<file path="src/rtl/usan_pkg.sv">
`timescale 1ns / 1ps
// ----------------------------------------------------------------------------
// usan_pkg: shared types and constants of the UTF-8 stream sanitiser
// Beat payloads, the job word passed from front to back, and lead decoding.
// ----------------------------------------------------------------------------
package usan_pkg;

  localparam int unsigned JobBytes = 6;
  localparam int unsigned QueueDepth = 2;

  localparam logic OpData   = 1'b0;
  localparam logic OpFinish = 1'b1;

  localparam logic [7:0] RepByte0 = 8'hEF;
  localparam logic [7:0] RepByte1 = 8'hBF;
  localparam logic [7:0] RepByte2 = 8'hBD;

  localparam logic [7:0] ContLo = 8'h80;
  localparam logic [7:0] ContHi = 8'hBF;

  typedef struct packed {
    logic       op;
    logic [7:0] in_byte;
  } in_item_t;

  typedef struct packed {
    logic [7:0] out_byte;
    logic       last;
  } out_item_t;

  // One job: the bytes that a single input beat releases, in stream order.
  typedef struct packed {
    logic [2:0]                cnt;
    logic [JobBytes-1:0][7:0]  data;
  } job_t;

  typedef struct packed {
    logic [2:0] len;
    logic [7:0] lo;
    logic [7:0] hi;
  } lead_info_t;

  // Sequence length of a lead byte (zero when it is no valid lead) and the
  // allowed range of its first continuation byte.
  function automatic lead_info_t lead_decode(logic [7:0] c);
    lead_info_t r;
    r.len = 3'd0;
    r.lo  = ContLo;
    r.hi  = ContHi;
    if (c inside {[8'hC2:8'hDF]}) begin
      r.len = 3'd2;
    end else if (c == 8'hE0) begin
      r.len = 3'd3;
      r.lo  = 8'hA0;
    end else if (c inside {[8'hE1:8'hEC], [8'hEE:8'hEF]}) begin
      r.len = 3'd3;
    end else if (c == 8'hED) begin
      r.len = 3'd3;
      r.hi  = 8'h9F;
    end else if (c == 8'hF0) begin
      r.len = 3'd4;
      r.lo  = 8'h90;
    end else if (c inside {[8'hF1:8'hF3]}) begin
      r.len = 3'd4;
    end else if (c == 8'hF4) begin
      r.len = 3'd4;
      r.hi  = 8'h8F;
    end
    return r;
  endfunction

endpackage

</file>
<file path="src/rtl/utf8_stream_sanitizer.sv">
`timescale 1ns / 1ps
// ----------------------------------------------------------------------------
// utf8_stream_sanitizer: streaming UTF-8 validator and sanitiser
// Forwards well-formed UTF-8 and replaces ill-formed parts with U+FFFD.
// ----------------------------------------------------------------------------
// Usage: input beats carry one byte or a finish marker on a valid/ready
// channel; output beats carry one sanitised byte each, with last set on the
// final byte that an input beat releases. A beat that only extends a held
// partial sequence, or a finish with nothing held, releases no output beat.
// The front classifies each accepted beat in the cycle it is accepted and
// pushes a job of one to six bytes into a two-entry queue. The back loads a
// job from the queue into its job register and sends one byte per cycle while
// the receiver is ready, so a byte of an accepted beat passes the queue
// register and then the back's job register before it reaches the output.
// Throughput is one input beat per cycle while each beat releases at most one
// byte and the receiver is ready; a longer job holds the back until all its
// bytes are sent; the queue fills and lowers in_ready_o until the back is done.
// After reset nothing is held and both queue and back are empty. When the
// receiver stalls, the current byte holds steady on the output, the queue
// fills, and then the input stalls; no byte is lost.
// ----------------------------------------------------------------------------
module utf8_stream_sanitizer import usan_pkg::*; (
  input  logic      clk_i,
  input  logic      rst_ni,
  input  logic      in_valid_i,
  output logic      in_ready_o,
  input  in_item_t  in_item_i,
  output logic      out_valid_o,
  input  logic      out_ready_i,
  output out_item_t out_item_o
);

  // Front to queue.
  logic f_valid, f_ready;
  job_t f_job;
  // Queue to back.
  logic b_valid, b_ready;
  job_t b_job;

  usan_front u_front (
    .clk_i       (clk_i),
    .rst_ni      (rst_ni),
    .in_valid_i  (in_valid_i),
    .in_ready_o  (in_ready_o),
    .in_item_i   (in_item_i),
    .job_valid_o (f_valid),
    .job_ready_i (f_ready),
    .job_o       (f_job)
  );

  usan_queue u_queue (
    .clk_i        (clk_i),
    .rst_ni       (rst_ni),
    .push_valid_i (f_valid),
    .push_ready_o (f_ready),
    .push_job_i   (f_job),
    .pop_valid_o  (b_valid),
    .pop_ready_i  (b_ready),
    .pop_job_o    (b_job)
  );

  usan_back u_back (
    .clk_i       (clk_i),
    .rst_ni      (rst_ni),
    .job_valid_i (b_valid),
    .job_ready_o (b_ready),
    .job_i       (b_job),
    .out_valid_o (out_valid_o),
    .out_ready_i (out_ready_i),
    .out_item_o  (out_item_o)
  );

endmodule

</file>
<file path="src/rtl/usan_front.sv">
`timescale 1ns / 1ps
// ----------------------------------------------------------------------------
// usan_front: accepts input beats and classifies them into output jobs
// Keeps the held partial sequence and emits one job per producing beat.
// ----------------------------------------------------------------------------
module usan_front import usan_pkg::*; (
  input  logic     clk_i,
  input  logic     rst_ni,
  input  logic     in_valid_i,
  output logic     in_ready_o,
  input  in_item_t in_item_i,
  output logic     job_valid_o,
  input  logic     job_ready_i,
  output job_t     job_o
);

  logic [2:0][7:0] held_q, held_d;
  logic [1:0]      held_cnt_q, held_cnt_d;
  logic [2:0]      exp_len_q, exp_len_d;

  logic       accept;
  logic [7:0] b;
  lead_info_t held_info, new_info;
  logic       is_cont;
  job_t       job;

  assign in_ready_o = job_ready_i;
  assign accept     = in_valid_i && in_ready_o;
  assign b          = in_item_i.in_byte;
  assign held_info  = lead_decode(held_q[0]);
  assign new_info   = lead_decode(b);
  assign is_cont    = (b[7:6] == 2'b10);

  always_comb begin
    held_d     = held_q;
    held_cnt_d = held_cnt_q;
    exp_len_d  = exp_len_q;
    job.cnt    = 3'd0;
    job.data   = '0;
    if (in_item_i.op == OpFinish) begin
      if (held_cnt_q != 2'd0) begin
        job.cnt     = 3'd3;
        job.data[0] = RepByte0;
        job.data[1] = RepByte1;
        job.data[2] = RepByte2;
        held_cnt_d  = 2'd0;
        exp_len_d   = 3'd0;
      end
    end else if (held_cnt_q == 2'd0) begin
      if (!b[7]) begin
        job.cnt     = 3'd1;
        job.data[0] = b;
      end else if (new_info.len == 3'd0) begin
        job.cnt     = 3'd3;
        job.data[0] = RepByte0;
        job.data[1] = RepByte1;
        job.data[2] = RepByte2;
      end else begin
        held_d[0]  = b;
        held_cnt_d = 2'd1;
        exp_len_d  = new_info.len;
      end
    end else if (is_cont) begin
      if (held_cnt_q == 2'd1 && (b < held_info.lo || b > held_info.hi)) begin
        job.cnt     = 3'd6;
        job.data[0] = RepByte0;
        job.data[1] = RepByte1;
        job.data[2] = RepByte2;
        job.data[3] = RepByte0;
        job.data[4] = RepByte1;
        job.data[5] = RepByte2;
        held_cnt_d  = 2'd0;
        exp_len_d   = 3'd0;
      end else if (({1'b0, held_cnt_q} + 3'd1) >= exp_len_q || held_cnt_q == 2'd3) begin
        job.cnt     = {1'b0, held_cnt_q} + 3'd1;
        job.data[0] = held_q[0];
        job.data[1] = (held_cnt_q > 2'd1) ? held_q[1] : b;
        job.data[2] = (held_cnt_q > 2'd2) ? held_q[2] : b;
        job.data[3] = b;
        held_cnt_d  = 2'd0;
        exp_len_d   = 3'd0;
      end else begin
        case (held_cnt_q)
          2'd1:    held_d[1] = b;
          default: held_d[2] = b;
        endcase
        held_cnt_d = held_cnt_q + 2'd1;
      end
    end else begin
      // The held sequence is broken: replace it, then take the byte afresh.
      job.data[0] = RepByte0;
      job.data[1] = RepByte1;
      job.data[2] = RepByte2;
      held_cnt_d  = 2'd0;
      exp_len_d   = 3'd0;
      if (!b[7]) begin
        job.cnt     = 3'd4;
        job.data[3] = b;
      end else if (new_info.len == 3'd0) begin
        job.cnt     = 3'd6;
        job.data[3] = RepByte0;
        job.data[4] = RepByte1;
        job.data[5] = RepByte2;
      end else begin
        job.cnt    = 3'd3;
        held_d[0]  = b;
        held_cnt_d = 2'd1;
        exp_len_d  = new_info.len;
      end
    end
  end

  assign job_o       = job;
  assign job_valid_o = in_valid_i && (job.cnt != 3'd0);

  always_ff @(posedge clk_i or negedge rst_ni) begin
    if (!rst_ni) begin
      held_cnt_q <= 2'd0;
      exp_len_q  <= 3'd0;
    end else if (accept) begin
      held_cnt_q <= held_cnt_d;
      exp_len_q  <= exp_len_d;
    end
  end

  always_ff @(posedge clk_i) begin
    if (accept) begin
      held_q <= held_d;
    end
  end

endmodule

</file>
<file path="src/rtl/usan_queue.sv">
`timescale 1ns / 1ps
// ----------------------------------------------------------------------------
// usan_queue: short job queue between front and back
// Register FIFO; ready is taken from the fill level alone.
// ----------------------------------------------------------------------------
module usan_queue import usan_pkg::*; (
  input  logic clk_i,
  input  logic rst_ni,
  input  logic push_valid_i,
  output logic push_ready_o,
  input  job_t push_job_i,
  output logic pop_valid_o,
  input  logic pop_ready_i,
  output job_t pop_job_o
);

  localparam int unsigned PtrW = $clog2(QueueDepth);
  localparam int unsigned CntW = $clog2(QueueDepth + 1);

  job_t            mem_q [QueueDepth];
  logic [PtrW-1:0] wr_ptr_q, rd_ptr_q;
  logic [CntW-1:0] cnt_q;
  logic            push, pop;

  assign push_ready_o = (cnt_q != CntW'(QueueDepth));
  assign pop_valid_o  = (cnt_q != '0);
  assign pop_job_o    = mem_q[rd_ptr_q];
  assign push         = push_valid_i && push_ready_o;
  assign pop          = pop_valid_o && pop_ready_i;

  always_ff @(posedge clk_i or negedge rst_ni) begin
    if (!rst_ni) begin
      wr_ptr_q <= '0;
      rd_ptr_q <= '0;
      cnt_q    <= '0;
    end else begin
      if (push) begin
        wr_ptr_q <= (wr_ptr_q == PtrW'(QueueDepth - 1)) ? '0 : wr_ptr_q + 1'b1;
      end
      if (pop) begin
        rd_ptr_q <= (rd_ptr_q == PtrW'(QueueDepth - 1)) ? '0 : rd_ptr_q + 1'b1;
      end
      if (push && !pop) begin
        cnt_q <= cnt_q + 1'b1;
      end else if (pop && !push) begin
        cnt_q <= cnt_q - 1'b1;
      end
    end
  end

  always_ff @(posedge clk_i) begin
    if (push) begin
      mem_q[wr_ptr_q] <= push_job_i;
    end
  end

endmodule

</file>
<file path="src/rtl/usan_back.sv">
`timescale 1ns / 1ps
// ----------------------------------------------------------------------------
// usan_back: serialises jobs into output beats
// Holds one job and sends its bytes one per beat, marking the last one.
// ----------------------------------------------------------------------------
module usan_back import usan_pkg::*; (
  input  logic      clk_i,
  input  logic      rst_ni,
  input  logic      job_valid_i,
  output logic      job_ready_o,
  input  job_t      job_i,
  output logic      out_valid_o,
  input  logic      out_ready_i,
  output out_item_t out_item_o
);

  job_t       cur_q;
  logic       busy_q;
  logic [2:0] idx_q;
  logic       is_last;

  assign is_last             = (idx_q == (cur_q.cnt - 3'd1));
  assign job_ready_o         = !busy_q || (out_ready_i && is_last);
  assign out_valid_o         = busy_q;
  assign out_item_o.out_byte = cur_q.data[idx_q];
  assign out_item_o.last     = is_last;

  always_ff @(posedge clk_i or negedge rst_ni) begin
    if (!rst_ni) begin
      busy_q <= 1'b0;
      idx_q  <= 3'd0;
    end else if (job_ready_o) begin
      busy_q <= job_valid_i;
      idx_q  <= 3'd0;
    end else if (out_ready_i) begin
      idx_q <= idx_q + 3'd1;
    end
  end

  always_ff @(posedge clk_i) begin
    if (job_ready_o && job_valid_i) begin
      cur_q <= job_i;
    end
  end

endmodule
</file>
<file path="config.mk">
export PLATFORM = sky130hd
export DESIGN_NAME = utf8_stream_sanitizer
export DESIGN_NICKNAME = d
export VERILOG_FILES = /design/src/rtl/usan_pkg.sv /design/src/rtl/utf8_stream_sanitizer.sv /design/src/rtl/usan_front.sv /design/src/rtl/usan_queue.sv /design/src/rtl/usan_back.sv
export SDC_FILE = /design/constraint.sdc
export NUM_CORES = 1
export LEC_CHECK = 0
export ABC_AREA = 1
export BUFFER_PORTS_ARGS = -buffer_cell sky130_fd_sc_hd__buf_4
export CAP_MARGIN = 15
export CORE_ASPECT_RATIO = 1.25
export CORE_MARGIN = 3
export CORE_UTILIZATION = 56
export CTS_CLUSTER_SIZE = 14
export DETAILED_ROUTE_END_ITERATION = 6
export PLACE_DENSITY = 0.85
export SLEW_MARGIN = 30
export SYNTH_ARGS = -nofsm -noshare
export SYNTH_HDL_FRONTEND = slang
export SYNTH_SLANG_ARGS = --single-unit
</file>
<file path="constraint.sdc">
create_clock -name clk_i -period 4.4 [get_ports clk_i]
set_clock_uncertainty 0.05 [all_clocks]
set_input_delay 0 -clock clk_i [delete_from_list [all_inputs] [get_ports clk_i]]
set_output_delay 0 -clock clk_i [all_outputs]
set_load 0.1 [all_outputs]
</file>
==> load_flow_metrics.sql <==
INSERT INTO impl_metrics (metric_group, metric, value, unit) VALUES
('routing', 'route.detailed.vias_per_inst', '5.73', ''),
('global_route', 'global_route_total_overflow', '0', ''),
('sta', 'final_min_period_over_clock_period', '80.1', '%'),
('worst_setup_path', 'cp_data_arrival_time', '3.80', 'ns'),
('floorplanning', 'fp.dieH', '127', 'µm'),
('power_and_ir_drop', 'internal_power', '3.39', 'mW'),
('worst_setup_path', 'r2r_cells', '18', ''),
('floorplanning', 'pin_count', '24', ''),
('floorplanning', 'die_wd', '103', 'µm'),
('clocking', 'cts.htree.levels', '4', ''),
('synth', 'synth_async_sr_flop_share', '9.03', '%'),
('synth', 'syn-num-nets', '637', ''),
('sta', 'finalHoldViolCount', '0', ''),
('floorplanning', 'initial_core_util', '58.2', '%'),
('power_and_ir_drop', 'power.ir.vdd_worst', '0.618', 'mV'),
('cells_and_area', 'postLayoutCoreUtil', '66.6', '%'),
('clocking', 'number_of_sinks_on_the_clock_net', '144', ''),
('power_and_ir_drop', 'pwr-share-clk', '22.0', '%'),
('clocking', 'cts.clk_slew.worst_paths', '0.06', 'ns'),
('routing', 'wl_per_cell', '17.0', 'µm'),
('synth', 'synth.ff_latch_count', '144', ''),
('routing', 'post-route-drc-count', '0', ''),
('worst_setup_path', 'timing.critical_path.from', 'u_front.held_q[1]$_DFFE_PP_', ''),
('power_and_ir_drop', 'power.leakage', '3.08', 'nW'),
('sta', 'postLayoutSetupSlackWorst', '0.878', 'ns'),
('placed_design', 'post-place-cells', '754', ''),
('clocking', 'clock_insertion_delay_worst_skew', '0.42', 'ns'),
('worst_setup_path', 'worstPathCellList', 'nor2_1 > inv_1 > nor4b_1 > a41o_1 > ha_1 > a21o_1 > a21oi_2 > nand2_1 > nand2_2 > nand2_1 > a21oi_1 > nand3_1 > nand2_1 > inv_1 > ha_1 > a21oi_1 > o21ai_0 > xnor2_1', ''),
('clocking', 'postCtsSetupRepairBufs', '0', ''),
('synth', 'netlist_area', '6540', 'µm²'),
('worst_setup_path', 'critical_path_buf_inv_count', '2', ''),
('placed_design', 'io_buffer_count', '23', ''),
('routing', 'finalWirelength', '13500', 'µm'),
('worst_hold_path', 'timing.hold.worst.class', 'input port to flip-flop', ''),
('sta', 'slew_headroom', '52.1', '%'),
('sta', 'finalSetupTns', '0', 'ns'),
('worst_setup_path', 'timing.critical_path.mode_cell', 'sky130_fd_sc_hd__nand2_1', ''),
('synth', 'postSynthCellCount', '611', ''),
('floorplanning', 'num_rows', '43', ''),
('synth', 'synthesis.yosys.warnings', '0', ''),
('worst_setup_path', 'endpoint', 'u_queue.cnt_q[1]$_DFFE_PN0P_', ''),
('global_route', 'via_count_of_the_first_global_routing_pass', '4605', ''),
('run', 'max_cap_violations', '0', ''),
('cells_and_area', 'final_layout_size_suffix_gt1_share', '12.7', '%'),
('synth', 'cell_type_with_the_largest_total_area_after_synthesis', 'sky130_fd_sc_hd__edfxtp_1', ''),
('power_and_ir_drop', 'power_switching_share', '41.3', '%'),
('floorplanning', 'core_region_area', '11200', 'µm²'),
('power_and_ir_drop', 'power.share.combinational', '39.3', '%'),
('sta', 'timing_max_transition_violations_final', '0', ''),
('clocking', 'cts_tree', 'done', ''),
('floorplanning', 'die_area', '13000', 'µm²'),
('global_route', 'global_route.usage.total', '21.9', '%'),
('worst_setup_path', 'critPathMaxStageDelay', '0.42', 'ns'),
('worst_setup_path', 'worst_ep_required_time', '4.67', 'ns'),
('sta', 'rsz0062_at_grt', 'no', ''),
('sta', 'clock.fmax', '284', 'MHz'),
('routing', 'drt.antenna.violating_nets', '0', ''),
('clocking', 'holdBufCountCts', '12', ''),
('power_and_ir_drop', 'totalPowerFinal', '5.79', 'mW'),
('worst_setup_path', 'crit_path_max_fanout', '5', ''),
('outcome', 'status', 'finished clean', ''),
('placed_design', 'detailedPlacementHpwl', '8940', 'µm'),
('routing', 'drt-pass1-iter-count', '6', ''),
('global_route', 'initial_antenna_violation_count', '0', ''),
('worst_setup_path', 'worst-path-stages', '18', ''),
('placed_design', 'pre_cts_slack', '0.961', 'ns'),
('sta', 'timing.hold.ws', '0.0853', 'ns'),
('cells_and_area', 'antenna_cell_count', '0', ''),
('power_and_ir_drop', 'pwr_density_cell', '773', 'nW/µm²'),
('clocking', 'cts-root-to-sink-buffers', '2', ''),
('synth', 'postSynth.topFlopCell', 'sky130_fd_sc_hd__edfxtp_1', '');
-- final cells by class --
type,count,area [µm²]
Inverter,58,221
Tap cell,135,169
Clock inverter,11,66.3
Multi-Input combinational cell,388,1960
Sequential cell,144,4260
Fill cell,786,3760
Clock buffer,21,470
Timing Repair Buffer,41,338
-- worst min-delay path by stage --
stage	from	end	slack [ns]	cells past startpoint
finish	in_valid_i	u_queue.wr_ptr_q$_DFFE_PN0P_	0.09	5
global route	in_valid_i	u_queue.wr_ptr_q$_DFFE_PN0P_	0.08	5
CTS	in_valid_i	u_queue.wr_ptr_q$_DFFE_PN0P_	0.04	5
detailed placement	rst_ni	u_front.held_cnt_q[0]$_DFFE_PN0P_	-0.19	1
global placement	rst_ni	u_front.held_cnt_q[0]$_DFFE_PN0P_	-0.20	1
floorplan	rst_ni	u_back.idx_q[0]$_DFFE_PN0P_	-0.35	0
-- cell families after synthesis --
logic type                 share of synthesized area, %
AOI/OAI and AO/OA                                  8.07
xor gates and xnor gates                          0.937
adders and majority gates                          2.49
buffers and inverters                              4.96
DFF                                                65.1
muxes                                              1.21
and+or+nand+nor                                    17.2
-- power groups by stage --
| stage | clock network [mW] | registers [mW] | logic (mW) |
|---|---|---|---|
| 6_report | 1.27 | 2.24 | 2.27 |
| 5_1_grt | 1.33 | 2.27 | 2.48 |
| 4_1_cts | 1.28 | 2.24 | 2.26 |
| 3_5_place_dp | 0 | 2.26 | 2.22 |
| 3_3_place_gp | 0 | 2.24 | 2.16 |
| 2_1_floorplan | 0 | 2.19 | 1.77 |
-- tightest hold or removal path, delay by kind of cell --
| family | cells | cell delay [ns] |
|---|---|---|
| buffers and inverters | 2 | 0.22 |
| AND/OR/NAND/NOR | 3 | 0.30 |
-- state kept, by name, summed over array words and instances (netlist names), 2 cells and up --
name	flops
u_back.idx_q	3
u_front.exp_len_q	3
u_queue.mem_q	72
u_front.held_cnt_q	2
u_queue.cnt_q	2
u_back.cur_q	36
u_front.held_q	23
-- cells in the final DEF (no fill, tap or decap), types with 3 or more instances in the layout --
cell,netlist,layout
sky130_fd_sc_hd__mux2_2,7,7
sky130_fd_sc_hd__nor3_1,18,17
sky130_fd_sc_hd__a221o_1,6,6
sky130_fd_sc_hd__nor2_1,46,45
sky130_fd_sc_hd__dlygate4sd3_1,0,12
sky130_fd_sc_hd__buf_4,1,29
sky130_fd_sc_hd__clkbuf_16,0,17
sky130_fd_sc_hd__ha_1,13,13
sky130_fd_sc_hd__clkinv_2,1,7
sky130_fd_sc_hd__inv_1,51,51
sky130_fd_sc_hd__edfxtp_1,131,131
sky130_fd_sc_hd__clkbuf_8,0,3
sky130_fd_sc_hd__a21oi_1,37,37
sky130_fd_sc_hd__nand4_1,4,4
sky130_fd_sc_hd__clkinv_1,2,3
sky130_fd_sc_hd__dfrtp_1,13,13
sky130_fd_sc_hd__nand2_1,177,177
sky130_fd_sc_hd__xnor2_1,4,4
sky130_fd_sc_hd__nand3_1,18,18
sky130_fd_sc_hd__a21oi_2,3,3
sky130_fd_sc_hd__inv_2,3,3
sky130_fd_sc_hd__xor2_1,3,3
sky130_fd_sc_hd__o21ai_0,32,32
-- layer usage --
layer	global-route usage, %	vias to the layer above	wire length [µm]
met5	0	-	0
met2	37.2	192	7040
met1	25.1	2169	5280
li1	-	2163	-
met3	5.17	45	729
met4	11.7	0	496
-- Yosys cell counts (2+ instances only) --
master,n
sky130_fd_sc_hd__a32oi_1,2
sky130_fd_sc_hd__buf_6,2
sky130_fd_sc_hd__nand3_1,18
sky130_fd_sc_hd__nor3_1,18
sky130_fd_sc_hd__nor2_1,46
sky130_fd_sc_hd__buf_2,4
sky130_fd_sc_hd__a21oi_1,37
sky130_fd_sc_hd__a221o_1,6
sky130_fd_sc_hd__o21ai_0,32
sky130_fd_sc_hd__nand2_1,177
sky130_fd_sc_hd__a21oi_2,3
sky130_fd_sc_hd__mux2_2,7
sky130_fd_sc_hd__clkinv_1,2
sky130_fd_sc_hd__nand4_1,4
sky130_fd_sc_hd__nand2_2,2
sky130_fd_sc_hd__clkbuf_1,11
sky130_fd_sc_hd__edfxtp_1,131
sky130_fd_sc_hd__a211oi_1,2
sky130_fd_sc_hd__nor2_4,2
sky130_fd_sc_hd__dfrtp_1,13
sky130_fd_sc_hd__inv_2,3
sky130_fd_sc_hd__xnor2_1,4
sky130_fd_sc_hd__nand2_4,2
sky130_fd_sc_hd__buf_1,3
sky130_fd_sc_hd__inv_1,51
sky130_fd_sc_hd__ha_1,13
sky130_fd_sc_hd__xor2_1,3
(Power assumes the default switching activity.)
